**config.mk**
```make
export PLATFORM = sky130hd
export DESIGN_NAME = trle_tile_decoder_unit
export DESIGN_NICKNAME = d
export VERILOG_FILES = /design/src/trle_pkg.sv /design/src/trle_ram.sv /design/src/trle_tile_decoder_unit.sv
export SDC_FILE = /design/constraint.sdc
export NUM_CORES = 1
export LEC_CHECK = 0
export ABC_AREA = 1
export CORE_ASPECT_RATIO = 0.5
export CORE_MARGIN = 2
export CORE_UTILIZATION = 45
export CTS_CLUSTER_SIZE = 40
export DETAILED_ROUTE_END_ITERATION = 12
export DONT_BUFFER_PORTS = 1
export HOLD_SLACK_MARGIN = 0.05
export PLACE_DENSITY_LB_ADDON = 0.25
export SYNTH_ARGS = -nofsm -noshare
export SYNTH_HDL_FRONTEND = slang
export SYNTH_SLANG_ARGS = --single-unit
```
**constraint.sdc**
```tcl
create_clock -name aclk -period 11.3 [get_ports aclk]
set_input_delay 0.565 -clock aclk [delete_from_list [all_inputs] [get_ports aclk]]
set_output_delay 0.565 -clock aclk [all_outputs]
set_load 0.02 [all_outputs]
```
**src/trle_pkg.sv**
```systemverilog
`default_nettype none
package trle_pkg;

    localparam int TILE_SIZE     = 64;
    localparam int TILE_LIMIT    = (TILE_SIZE < 64) ? TILE_SIZE : 64;
    localparam int PALETTE_DEPTH = 16;
    localparam int PAL_AW        = $clog2(PALETTE_DEPTH);
    localparam int RUN_MAX       = 8191;

    localparam logic [7:0] SUB_RAW   = 8'd0;
    localparam logic [7:0] SUB_SOLID = 8'd1;
    localparam logic [7:0] SUB_RLE   = 8'd128;
    localparam logic [7:0] SUB_PRLE  = 8'd128;
    localparam logic [7:0] RUN_CONT  = 8'd255;

    localparam logic [1:0] ERR_NONE    = 2'd0;
    localparam logic [1:0] ERR_SUBENC  = 2'd1;
    localparam logic [1:0] ERR_INDEX   = 2'd2;
    localparam logic [1:0] ERR_OVERRUN = 2'd3;

    localparam logic CFG_CPIXEL = 1'b0;
    localparam logic CFG_ENDIAN = 1'b1;

    localparam logic ACT_START = 1'b0;

    typedef enum logic [3:0] {
        PH_IDLE, PH_SUBENC, PH_RAW, PH_SOLID, PH_PACK_PAL, PH_PACK_ROWS,
        PH_RLE_PIX, PH_RLE_RUN, PH_PRLE_PAL, PH_PRLE_INDEX, PH_PRLE_RUN
    } phase_t;

    typedef enum logic [2:0] {
        CT_IN, CT_PAINT, CT_PACK, CT_PRD, CT_IDX
    } ctl_t;

endpackage
`default_nettype wire

```
**src/trle_ram.sv**
```systemverilog
`default_nettype none
module trle_ram #(
    parameter int WIDTH = 32,
    parameter int DEPTH = 16
) (
    input  wire logic                     aclk,
    input  wire logic                     we,
    input  wire logic [$clog2(DEPTH)-1:0] waddr,
    input  wire logic [WIDTH-1:0]         wdata,
    input  wire logic                     re,
    input  wire logic [$clog2(DEPTH)-1:0] raddr,
    output logic      [WIDTH-1:0]         rdata
);
    logic [WIDTH-1:0] mem [DEPTH];

    always_ff @(posedge aclk) begin
        if (we) begin
            mem[waddr] <= wdata;
        end
        if (re) begin
            rdata <= mem[raddr];
        end
    end
endmodule
`default_nettype wire

```
**src/trle_tile_decoder_unit.sv**
```systemverilog
// a result is registered into the output register in the cycle after the item or step causing it
// throughput: one byte per cycle while the output register is free and the unit is taking
// input; input stalls while spans of raw pixels, runs, solid fills and palette-rle indices
// are painted, while palette ram reads complete and while packed pixels are emitted
// reset: synchronous active-low aresetn clears control state, phase waits for tile start;
// palette contents are undefined until written and are only read after being written
`default_nettype none
module trle_tile_decoder_unit
    import trle_pkg::*;
(
    input  wire logic        aclk,
    input  wire logic        aresetn,
    input  wire logic        s_tvalid,
    output logic             s_tready,
    input  wire logic [23:0] s_tdata,  // tile_width, tile_height, data_byte
    input  wire logic        s_tuser,  // action
    output logic             m_tvalid,
    input  wire logic        m_tready,
    // span_x, span_y, span_length, pixel_value, error_code, tile_done
    output logic [55:0]      m_tdata,
    output logic             m_tlast,
    input  wire logic        cfg_we,
    input  wire logic        cfg_index,
    input  wire logic [2:0]  cfg_wdata
);
    logic [2:0]  cpix_reg;
    logic        bige_reg;
    phase_t      phase_reg, phase_next;
    ctl_t        ctl_reg, ctl_next;
    logic [4:0]  psize_reg, psize_next;
    logic [4:0]  pfill_reg, pfill_next;
    logic [31:0] acc_reg, acc_next;
    logic [2:0]  pcnt_reg, pcnt_next;
    logic [5:0]  cx_reg, cx_next;
    logic [5:0]  cy_reg, cy_next;
    logic [12:0] run_reg, run_next;
    logic [31:0] cur_reg, cur_next;
    logic [5:0]  tw_reg, tw_next;
    logic [5:0]  th_reg, th_next;
    logic [13:0] plen_reg, plen_next;
    logic [7:0]  sr_reg, sr_next;
    logic [3:0]  pk_i_reg, pk_i_next;
    logic [3:0]  pk_n_reg, pk_n_next;
    logic        rflag_reg, rflag_next;

    logic        mv_reg;
    logic [55:0] md_reg;
    logic        ml_reg;

    logic        can_emit, in_acc;
    logic        emit, o_last, o_done;
    logic [5:0]  o_x, o_y;
    logic [6:0]  o_len;
    logic [31:0] o_pix;
    logic [1:0]  o_err;

    logic        ram_we, ram_re;
    logic [PAL_AW-1:0] ram_waddr, ram_raddr;
    logic [31:0] ram_rdata;

    logic [7:0]  byte_in;
    logic [2:0]  nb, pcnt_upd;
    logic [31:0] acc_upd;
    logic        pix_done;
    logic [6:0]  w7, h7, in_w, in_h, rowleft, seg, x_new, y_new;
    logic [13:0] rlen;
    logic [12:0] run_sat;
    logic [13:0] run_sum;
    logic [2:0]  fbits;
    logic [3:0]  pk_idx, pk_max;
    logic [6:0]  avail;

    assign can_emit = !mv_reg || m_tready;
    assign s_tready = (ctl_reg == CT_IN) && can_emit;
    assign in_acc   = s_tvalid && s_tready;
    assign m_tvalid = mv_reg;
    assign m_tdata  = md_reg;
    assign m_tlast  = ml_reg;
    assign byte_in  = s_tdata[21:14];

    assign w7 = {1'b0, tw_reg} + 7'd1;
    assign h7 = {1'b0, th_reg} + 7'd1;

    always_comb begin
        in_w = s_tdata[6:0];
        in_h = s_tdata[13:7];
        if (in_w == 7'd0) in_w = 7'd1;
        if (in_h == 7'd0) in_h = 7'd1;
        if (in_w > 7'(TILE_LIMIT)) in_w = 7'(TILE_LIMIT);
        if (in_h > 7'(TILE_LIMIT)) in_h = 7'(TILE_LIMIT);
    end

    always_comb begin
        if (cpix_reg == 3'd0) nb = 3'd1;
        else if (cpix_reg > 3'd4) nb = 3'd4;
        else nb = cpix_reg;
        if (bige_reg) acc_upd = {acc_reg[23:0], byte_in};
        else acc_upd = acc_reg | ({24'd0, byte_in} << {pcnt_reg[1:0], 3'd0});
        pcnt_upd = pcnt_reg + 3'd1;
        pix_done = pcnt_upd >= nb;
    end

    always_comb begin
        run_sum = {1'b0, run_reg} + 14'd255;
        run_sat = (run_sum > 14'(RUN_MAX)) ? 13'(RUN_MAX) : run_sum[12:0];
        rlen    = {1'b0, run_reg} + {6'd0, byte_in} + 14'd1;
    end

    always_comb begin
        if (psize_reg == 5'd2) fbits = 3'd1;
        else if (psize_reg <= 5'd4) fbits = 3'd2;
        else fbits = 3'd4;
        unique case (fbits)
            3'd1:    pk_idx = {3'd0, sr_reg[7]};
            3'd2:    pk_idx = {2'd0, sr_reg[7:6]};
            default: pk_idx = sr_reg[7:4];
        endcase
        avail  = w7 - {1'b0, cx_reg};
        pk_max = (fbits == 3'd1) ? 4'd8 : ((fbits == 3'd2) ? 4'd4 : 4'd2);
        if ({3'd0, pk_max} > avail) pk_max = avail[3:0];
    end

    always_comb begin
        rowleft = w7 - {1'b0, cx_reg};
        if (ctl_reg == CT_PRD) seg = 7'd1;
        else seg = (plen_reg < {7'd0, rowleft}) ? plen_reg[6:0] : rowleft;
        x_new   = {1'b0, cx_reg} + seg;
        y_new   = {1'b0, cy_reg} + 7'd1;
    end

    always_comb begin
        phase_next = phase_reg;
        ctl_next   = ctl_reg;
        psize_next = psize_reg;
        pfill_next = pfill_reg;
        acc_next   = acc_reg;
        pcnt_next  = pcnt_reg;
        cx_next    = cx_reg;
        cy_next    = cy_reg;
        run_next   = run_reg;
        cur_next   = cur_reg;
        tw_next    = tw_reg;
        th_next    = th_reg;
        plen_next  = plen_reg;
        sr_next    = sr_reg;
        pk_i_next  = pk_i_reg;
        pk_n_next  = pk_n_reg;
        rflag_next = rflag_reg;
        ram_we     = 1'b0;
        ram_re     = 1'b0;
        ram_waddr  = pfill_reg[PAL_AW-1:0];
        ram_raddr  = pk_idx[PAL_AW-1:0];
        emit       = 1'b0;
        o_x        = cx_reg;
        o_y        = cy_reg;
        o_len      = 7'd0;
        o_pix      = 32'd0;
        o_err      = ERR_NONE;
        o_done     = 1'b0;
        o_last     = 1'b0;
        unique case (ctl_reg)
            CT_IN: begin
                if (in_acc && s_tuser == ACT_START) begin
                    tw_next    = 6'(in_w - 7'd1);
                    th_next    = 6'(in_h - 7'd1);
                    phase_next = PH_SUBENC;
                    psize_next = 5'd0;
                    pfill_next = 5'd0;
                    acc_next   = 32'd0;
                    pcnt_next  = 3'd0;
                    cx_next    = 6'd0;
                    cy_next    = 6'd0;
                    run_next   = 13'd0;
                    cur_next   = 32'd0;
                end else if (in_acc) begin
                    unique case (phase_reg)
                        PH_SUBENC: begin
                            if (byte_in == SUB_RAW) begin
                                phase_next = PH_RAW;
                            end else if (byte_in == SUB_SOLID) begin
                                phase_next = PH_SOLID;
                            end else if (byte_in <= 8'd16) begin
                                psize_next = byte_in[4:0];
                                pfill_next = 5'd0;
                                phase_next = PH_PACK_PAL;
                            end else if (byte_in == SUB_RLE) begin
                                phase_next = PH_RLE_PIX;
                            end else if (byte_in >= 8'd130
                                         && byte_in - SUB_PRLE <= 8'(PALETTE_DEPTH)) begin
                                psize_next = 5'(byte_in - SUB_PRLE);
                                pfill_next = 5'd0;
                                phase_next = PH_PRLE_PAL;
                            end else begin
                                emit       = 1'b1;
                                o_err      = ERR_SUBENC;
                                o_last     = 1'b1;
                                phase_next = PH_IDLE;
                            end
                        end
                        PH_RAW, PH_SOLID, PH_PACK_PAL, PH_PRLE_PAL, PH_RLE_PIX: begin
                            acc_next  = acc_upd;
                            pcnt_next = pcnt_upd;
                            if (pix_done) begin
                                acc_next  = 32'd0;
                                pcnt_next = 3'd0;
                                cur_next  = acc_upd;
                                priority case (phase_reg)
                                    PH_RAW: begin
                                        plen_next = 14'd1;
                                        ctl_next  = CT_PAINT;
                                    end
                                    PH_SOLID: begin
                                        plen_next = 14'(w7 * h7);
                                        ctl_next  = CT_PAINT;
                                    end
                                    PH_RLE_PIX: begin
                                        run_next   = 13'd0;
                                        phase_next = PH_RLE_RUN;
                                    end
                                    default: begin
                                        ram_we     = 1'b1;
                                        pfill_next = pfill_reg + 5'd1;
                                        if (pfill_reg + 5'd1 >= psize_reg) begin
                                            phase_next = (phase_reg == PH_PACK_PAL)
                                                ? PH_PACK_ROWS : PH_PRLE_INDEX;
                                        end
                                    end
                                endcase
                            end
                        end
                        PH_RLE_RUN, PH_PRLE_RUN: begin
                            if (byte_in == RUN_CONT) begin
                                run_next = run_sat;
                            end else begin
                                run_next   = 13'd0;
                                plen_next  = rlen;
                                ctl_next   = CT_PAINT;
                                phase_next = (phase_reg == PH_RLE_RUN)
                                    ? PH_RLE_PIX : PH_PRLE_INDEX;
                            end
                        end
                        PH_PACK_ROWS: begin
                            sr_next   = byte_in;
                            pk_i_next = 4'd0;
                            pk_n_next = pk_max;
                            ctl_next  = CT_PACK;
                        end
                        PH_PRLE_INDEX: begin
                            if ({1'b0, byte_in[6:0]} >= {3'd0, psize_reg}) begin
                                emit       = 1'b1;
                                o_err      = ERR_INDEX;
                                o_last     = 1'b1;
                                phase_next = PH_IDLE;
                            end else begin
                                ram_re     = 1'b1;
                                ram_raddr  = byte_in[PAL_AW-1:0];
                                rflag_next = byte_in[7];
                                ctl_next   = CT_IDX;
                            end
                        end
                        default: begin
                        end
                    endcase
                end
            end
            CT_IDX: begin
                if (rflag_reg) begin
                    cur_next   = ram_rdata;
                    run_next   = 13'd0;
                    phase_next = PH_PRLE_RUN;
                    ctl_next   = CT_IN;
                end else begin
                    cur_next  = ram_rdata;
                    plen_next = 14'd1;
                    ctl_next  = CT_PAINT;
                end
            end
            CT_PAINT: begin
                if (can_emit) begin
                    emit      = 1'b1;
                    o_len     = seg;
                    o_pix     = cur_reg;
                    plen_next = plen_reg - {7'd0, seg};
                    cx_next   = x_new[5:0];
                    if (x_new == w7) begin
                        cx_next = 6'd0;
                        cy_next = y_new[5:0];
                    end
                    if (x_new == w7 && y_new == h7) begin
                        cx_next    = 6'd0;
                        cy_next    = 6'd0;
                        o_done     = 1'b1;
                        o_last     = 1'b1;
                        o_err      = (plen_next != 14'd0) ? ERR_OVERRUN : ERR_NONE;
                        phase_next = PH_IDLE;
                        ctl_next   = CT_IN;
                    end else if (plen_next == 14'd0) begin
                        o_last   = 1'b1;
                        ctl_next = CT_IN;
                    end
                end
            end
            CT_PACK: begin
                if ({1'b0, pk_idx} >= psize_reg) begin
                    if (can_emit) begin
                        emit       = 1'b1;
                        o_err      = ERR_INDEX;
                        o_last     = 1'b1;
                        phase_next = PH_IDLE;
                        ctl_next   = CT_IN;
                    end
                end else begin
                    ram_re   = 1'b1;
                    ctl_next = CT_PRD;
                end
            end
            CT_PRD: begin
                if (can_emit) begin
                    emit      = 1'b1;
                    o_len     = 7'd1;
                    o_pix     = ram_rdata;
                    sr_next   = sr_reg << fbits;
                    pk_i_next = pk_i_reg + 4'd1;
                    cx_next   = x_new[5:0];
                    ctl_next  = CT_PACK;
                    if (x_new == w7) begin
                        cx_next = 6'd0;
                        cy_next = y_new[5:0];
                    end
                    if (x_new == w7 && y_new == h7) begin
                        cx_next    = 6'd0;
                        cy_next    = 6'd0;
                        o_done     = 1'b1;
                        o_last     = 1'b1;
                        phase_next = PH_IDLE;
                        ctl_next   = CT_IN;
                    end else if (pk_i_reg + 4'd1 == pk_n_reg) begin
                        o_last   = 1'b1;
                        ctl_next = CT_IN;
                    end
                end
            end
            default: ctl_next = CT_IN;
        endcase
    end

    trle_ram #(.WIDTH(32), .DEPTH(PALETTE_DEPTH)) u_palette (
        .aclk  (aclk),
        .we    (ram_we),
        .waddr (ram_waddr),
        .wdata (acc_upd),
        .re    (ram_re),
        .raddr (ram_raddr),
        .rdata (ram_rdata)
    );

    always_ff @(posedge aclk) begin
        if (!aresetn) begin
            cpix_reg  <= 3'd3;
            bige_reg  <= 1'b0;
            phase_reg <= PH_IDLE;
            ctl_reg   <= CT_IN;
            psize_reg <= 5'd0;
            pfill_reg <= 5'd0;
            acc_reg   <= 32'd0;
            pcnt_reg  <= 3'd0;
            cx_reg    <= 6'd0;
            cy_reg    <= 6'd0;
            run_reg   <= 13'd0;
            cur_reg   <= 32'd0;
            tw_reg    <= 6'd0;
            th_reg    <= 6'd0;
            mv_reg    <= 1'b0;
        end else begin
            if (cfg_we && cfg_index == CFG_CPIXEL) cpix_reg <= cfg_wdata;
            if (cfg_we && cfg_index == CFG_ENDIAN) bige_reg <= cfg_wdata[0];
            phase_reg <= phase_next;
            ctl_reg   <= ctl_next;
            psize_reg <= psize_next;
            pfill_reg <= pfill_next;
            acc_reg   <= acc_next;
            pcnt_reg  <= pcnt_next;
            cx_reg    <= cx_next;
            cy_reg    <= cy_next;
            run_reg   <= run_next;
            cur_reg   <= cur_next;
            tw_reg    <= tw_next;
            th_reg    <= th_next;
            if (emit) mv_reg <= 1'b1;
            else if (m_tready) mv_reg <= 1'b0;
        end
    end

    always_ff @(posedge aclk) begin
        plen_reg  <= plen_next;
        sr_reg    <= sr_next;
        pk_i_reg  <= pk_i_next;
        pk_n_reg  <= pk_n_next;
        rflag_reg <= rflag_next;
        if (emit) begin
            md_reg <= {2'b00, o_done, o_err, o_pix, o_len, o_y, o_x};
            ml_reg <= o_last;
        end
    end

`ifndef SYNTHESIS
    a_pack_phase: assert property (@(posedge aclk) disable iff (!aresetn)
        (ctl_reg == CT_PACK || ctl_reg == CT_PRD) |-> phase_reg == PH_PACK_ROWS)
        else $error("packed pixel walk outside packed rows");
    a_overrun_done: assert property (@(posedge aclk) disable iff (!aresetn)
        (m_tvalid && m_tdata[52:51] == ERR_OVERRUN) |-> (m_tdata[53] && m_tlast))
        else $error("overrun not on final span");
    a_cursor_in_tile: assert property (@(posedge aclk) disable iff (!aresetn)
        cx_reg <= tw_reg && cy_reg <= th_reg)
        else $error("cursor outside tile");
    a_emit_slot: assert property (@(posedge aclk) disable iff (!aresetn)
        emit |-> can_emit)
        else $error("result overwrites pending item");
`endif
endmodule
`default_nettype wire
```
==> metrics.md <==
| Metric | Value |
|---|---|
| Net Sw Power | `between 3 and 4 mW` |
| Final setup vio count | `0` |
| Most common cell after layout, fill and taps aside | `nand2_1` |
| Largest net degree at the start of global routing | `about 160` |
| Tmin final | `just under 7 ns` |
| Req. time, crit path | `~12 ns` |
| Sequential power share | `around 40%` |
| Slew @ Worst Pin | `approximately 1.2 ns` |
| Layout area overhead | `9.91%` |
| Post-cts sizing count | `0` |
| Yosys reg bits | `~760` |
| Die ar. | `about 86000 um2` |
| Switch share | `around 38%` |
| Worst Hold Endpoint | `cpix_reg[0]` |
| Num CTS Buffers | `72` |
| Mapped cell area | `around 38000 um2` |
| Comb pwr share | `about 33%` |
| Worst reg2reg path depth | `35` |
| Worst-path clk slew | `~0.06 ns` |
| Startpoint Class | `register` |
| Critical path launch point | `tw_reg[0]` |
| Final worst slack | `roughly 4.4 ns` |
| Register area | `around 21000 um2` |
| Synthesis Warnings | `0` |
| Worst Setup Path Type | `reg2reg` |
| R2r setup slk | `between 4 and 5 ns` |
| Reg2reg end | `phase_reg[1]` |
| Share of cells above drive strength 1 | `5.79%` |
| Vias in the first global route | `27500` |
| Cells after synthesis | `roughly 4100` |
| Io pins | `slightly above 90` |
| Drt wl/cell | `21.2 um` |
| Drt pass-1 iters | `6` |
| Worst Setup End Kind | `register` |
| Nets@finish | `4181` |
| CTS root buf | `clkbuf_16` |
| Crit path DAT | `~7.5 ns` |
| EDFF count, synth | `630` |
| Clk network pwr share | `around 27%` |
| Register area share after synthesis | `57.0%` |
| Hold depth | `2` |
| Die W | `413 um` |
| I/O Buffers | `0` |
| CTS tree | `built` |
| Most frequent cells in the layout | `nand2_1, edfxtp_1, nand3_1` |
| Routed via count | `around 29000` |
| Pleak | `16.5 nW` |
| Power Density | `227 nW/um2` |
| Max VDD drop | `between 0.1 and 0.15 mV` |
| Final WL | `between 100000 and 150000 um` |
| Iter 0 DRT Violations | `3335` |
| RSZ-0062 raised after global routing | `false` |
| Worst-path fanout max | `11` |
| HP Class | `in2reg` |
| FMAX | `144 MHz` |
| Slew Limit Fails | `0` |
| GR Util All Layers | `~25%` |
| Post-DRT Antenna Nets | `0` |
| Final TNS setup | `0 ns` |
| Reg2reg start | `tw_reg[0]` |
| Final hold vios | `0` |
| Deepest clock path buffer count | `3` |
| CP max stage cell | `dfxtp_1` |
| Async set or reset register ratio after synthesis | `0%` |
| Clock H-tree levels | `3` |
| Largest register FFs | `512` |
| Global-route wire length before repair | `approximately 170000 um` |
| Final Skew | `around 0.048 ns` |
| Top reg by flops | `u_palette.mem` |
| Post-CTS Setup Bufs | `0` |
| Clk sinks | `about 760` |
| Hold-fix buffers, CTS | `3` |
| Status | `finished clean` |
| Relative slew slack | `19.0%` |
| Detailed Place HPWL | `about 64000 um` |
| # placed instances | `5047` |
| Syn Area/Cell | `just over 9 um2` |
| Initial antenna violation count | `3` |
| Synth cell types | `54` |
| Die H | `between 200 and 250 um` |
| Footprint of the multi-input gates | `around 14000 um2` |
| Non-filler instance count after layout | `about 5200` |
| Crit path largest cell delay | `around 0.66 ns` |
| Total grt overflow | `0` |
| Via density | `approximately 5.7` |
| Routability cong. | `0.888` |
| # Max-Cap Violations | `0` |
| DRC Markers | `0` |
| Post-route clock period utilization | `between 60% and 70%` |
| Fill cells | `~7500` |
| Clock Latency Late Sink | `0.66 ns` |
| Initial Utilization | `between 40% and 50%` |
| Most used cell, CP | `nand2_1` |
| Worst slack at placement | `about 4.4 ns` |
| Hold path start | `cfg_wdata[0]` |
| Internal power | `about 5.8 mW` |
| Post-synth top flop | `edfxtp_1` |
| Cell Rows | `74` |
| Core Area | `roughly 80000 um2` |
-- worst max path at each step --
stage | slack (ns) | end
2_1_floorplan | 5.97 | phase_reg[0]
6_report | 4.37 | phase_reg[1]
4_1_cts | 4.40 | phase_reg[1]
5_1_grt | 3.55 | phase_reg[2]
3_3_place_gp | 4.51 | phase_reg[1]
3_5_place_dp | 4.42 | phase_reg[1]
-- power by group through the flow --
| stage | Clock [mW] | Sequential, mW | Combinational [mW] |
|---|---|---|---|
| CTS | 2.58 | 3.78 | 3.05 |
| global placement | 0 | 3.83 | 2.97 |
| finish | 2.54 | 3.78 | 3.08 |
| global route | 2.69 | 3.80 | 3.44 |
| floorplan | 0 | 3.78 | 2.14 |
| detailed placement | 0 | 3.84 | 3.03 |
-- metal layers --
layer	vias to the layer above	global-route usage [%]	part of all wire [%]
met1	14100	34.8	42
met4	0	9.29	3.7
met2	1247	40.5	46
li1	13800	-	-
met5	-	0	0
met3	224	3.98	8.4
-- metrics by stage --
step / power, mW / util, % / hold WS (ns) / cell area, um2
3_3_place_gp: 6.80 / 47.3 / 0.451 / 38900
3_5_place_dp: 6.86 / 47.3 / 0.452 / 38900
4_1_cts: 9.40 / 50.3 / 0.0540 / 41300
2_1_floorplan: 5.92 / - / 0.437 / 37600
6_report: 9.40 / 50.3 / 0.0782 / 41300
5_1_grt: 9.93 / 50.3 / 0.0631 / 41300
-- Yosys cell counts, types with 2 or more instances --
cell	n	area share [%]
a211oi_1	82	1.6
a21boi_0	2	0.040
a21o_1	5	0.10
a21oi_1	120	1.6
a22o_1	3	0.070
a22oi_1	19	0.38
a31oi_1	34	0.57
and2_1	3	0.050
buf_1	31	0.31
buf_2	82	1.1
buf_4	9	0.18
clkbuf_1	98	0.98
clkinv_1	6	0.060
dfxtp_1	126	6.7
edfxtp_1	630	50
fa_1	28	1.5
ha_1	97	3.2
inv_1	300	3.0
inv_2	5	0.050
nand2_1	1215	12
nand2_2	4	0.067
nand3_1	609	8.1
nand3b_1	10	0.20
nand4_1	34	0.57
nor2_1	261	2.6
nor2_4	3	0.090
nor3_1	33	0.44
nor3b_1	3	0.060
nor4_1	5	0.083
o2111ai_1	3	0.070
o211ai_1	9	0.18
o21a_1	5	0.10
o21ai_0	139	1.8
o21ai_1	4	0.053
o221ai_1	2	0.047
o22ai_1	10	0.17
o311ai_0	2	0.047
or2_2	6	0.10
xnor2_1	16	0.37
xor2_1	22	0.51
-- worst max-delay path, delay by kind of cell (launching register included) --
family,cells,cell delay (ns)
DFF,1,0.66
buffers and inverters,6,0.85
and+or+nand+nor,19,2.44
adders and majority gates,5,1.82
AOI/OAI and AO/OA,4,0.68
xor gates and xnor gates,1,0.40
-- cells by family (layout without fill, tap and decap cells) --
| logic type | after synthesis | count (layout) | synth area share, % |
|---|---|---|---|
| other | 1 | 3 | 0.00997 |
| DFF | 756 | 756 | 57.0 |
| buffers and inverters | 532 | 518 | 5.67 |
| adders and majority gates | 125 | 125 | 4.72 |
| and+or+nand+nor | 2191 | 2191 | 24.6 |
| xor gates and xnor gates | 38 | 38 | 0.885 |
| AOI/OAI and AO/OA | 446 | 446 | 7.07 |
-- cell type report --
type / instances / area share, %
Multi-Input combinational cell: 2802 / 34.5
Antenna cell: 1 / 0.00605
Clock buffer: 95 / 4.77
Timing Repair Buffer: 78 / 1.49
Tap cell: 1102 / 3.33
Sequential cell: 756 / 51.9
Inverter: 312 / 2.85
Clock inverter: 33 / 1.15
(Power assumes the default switching activity.)
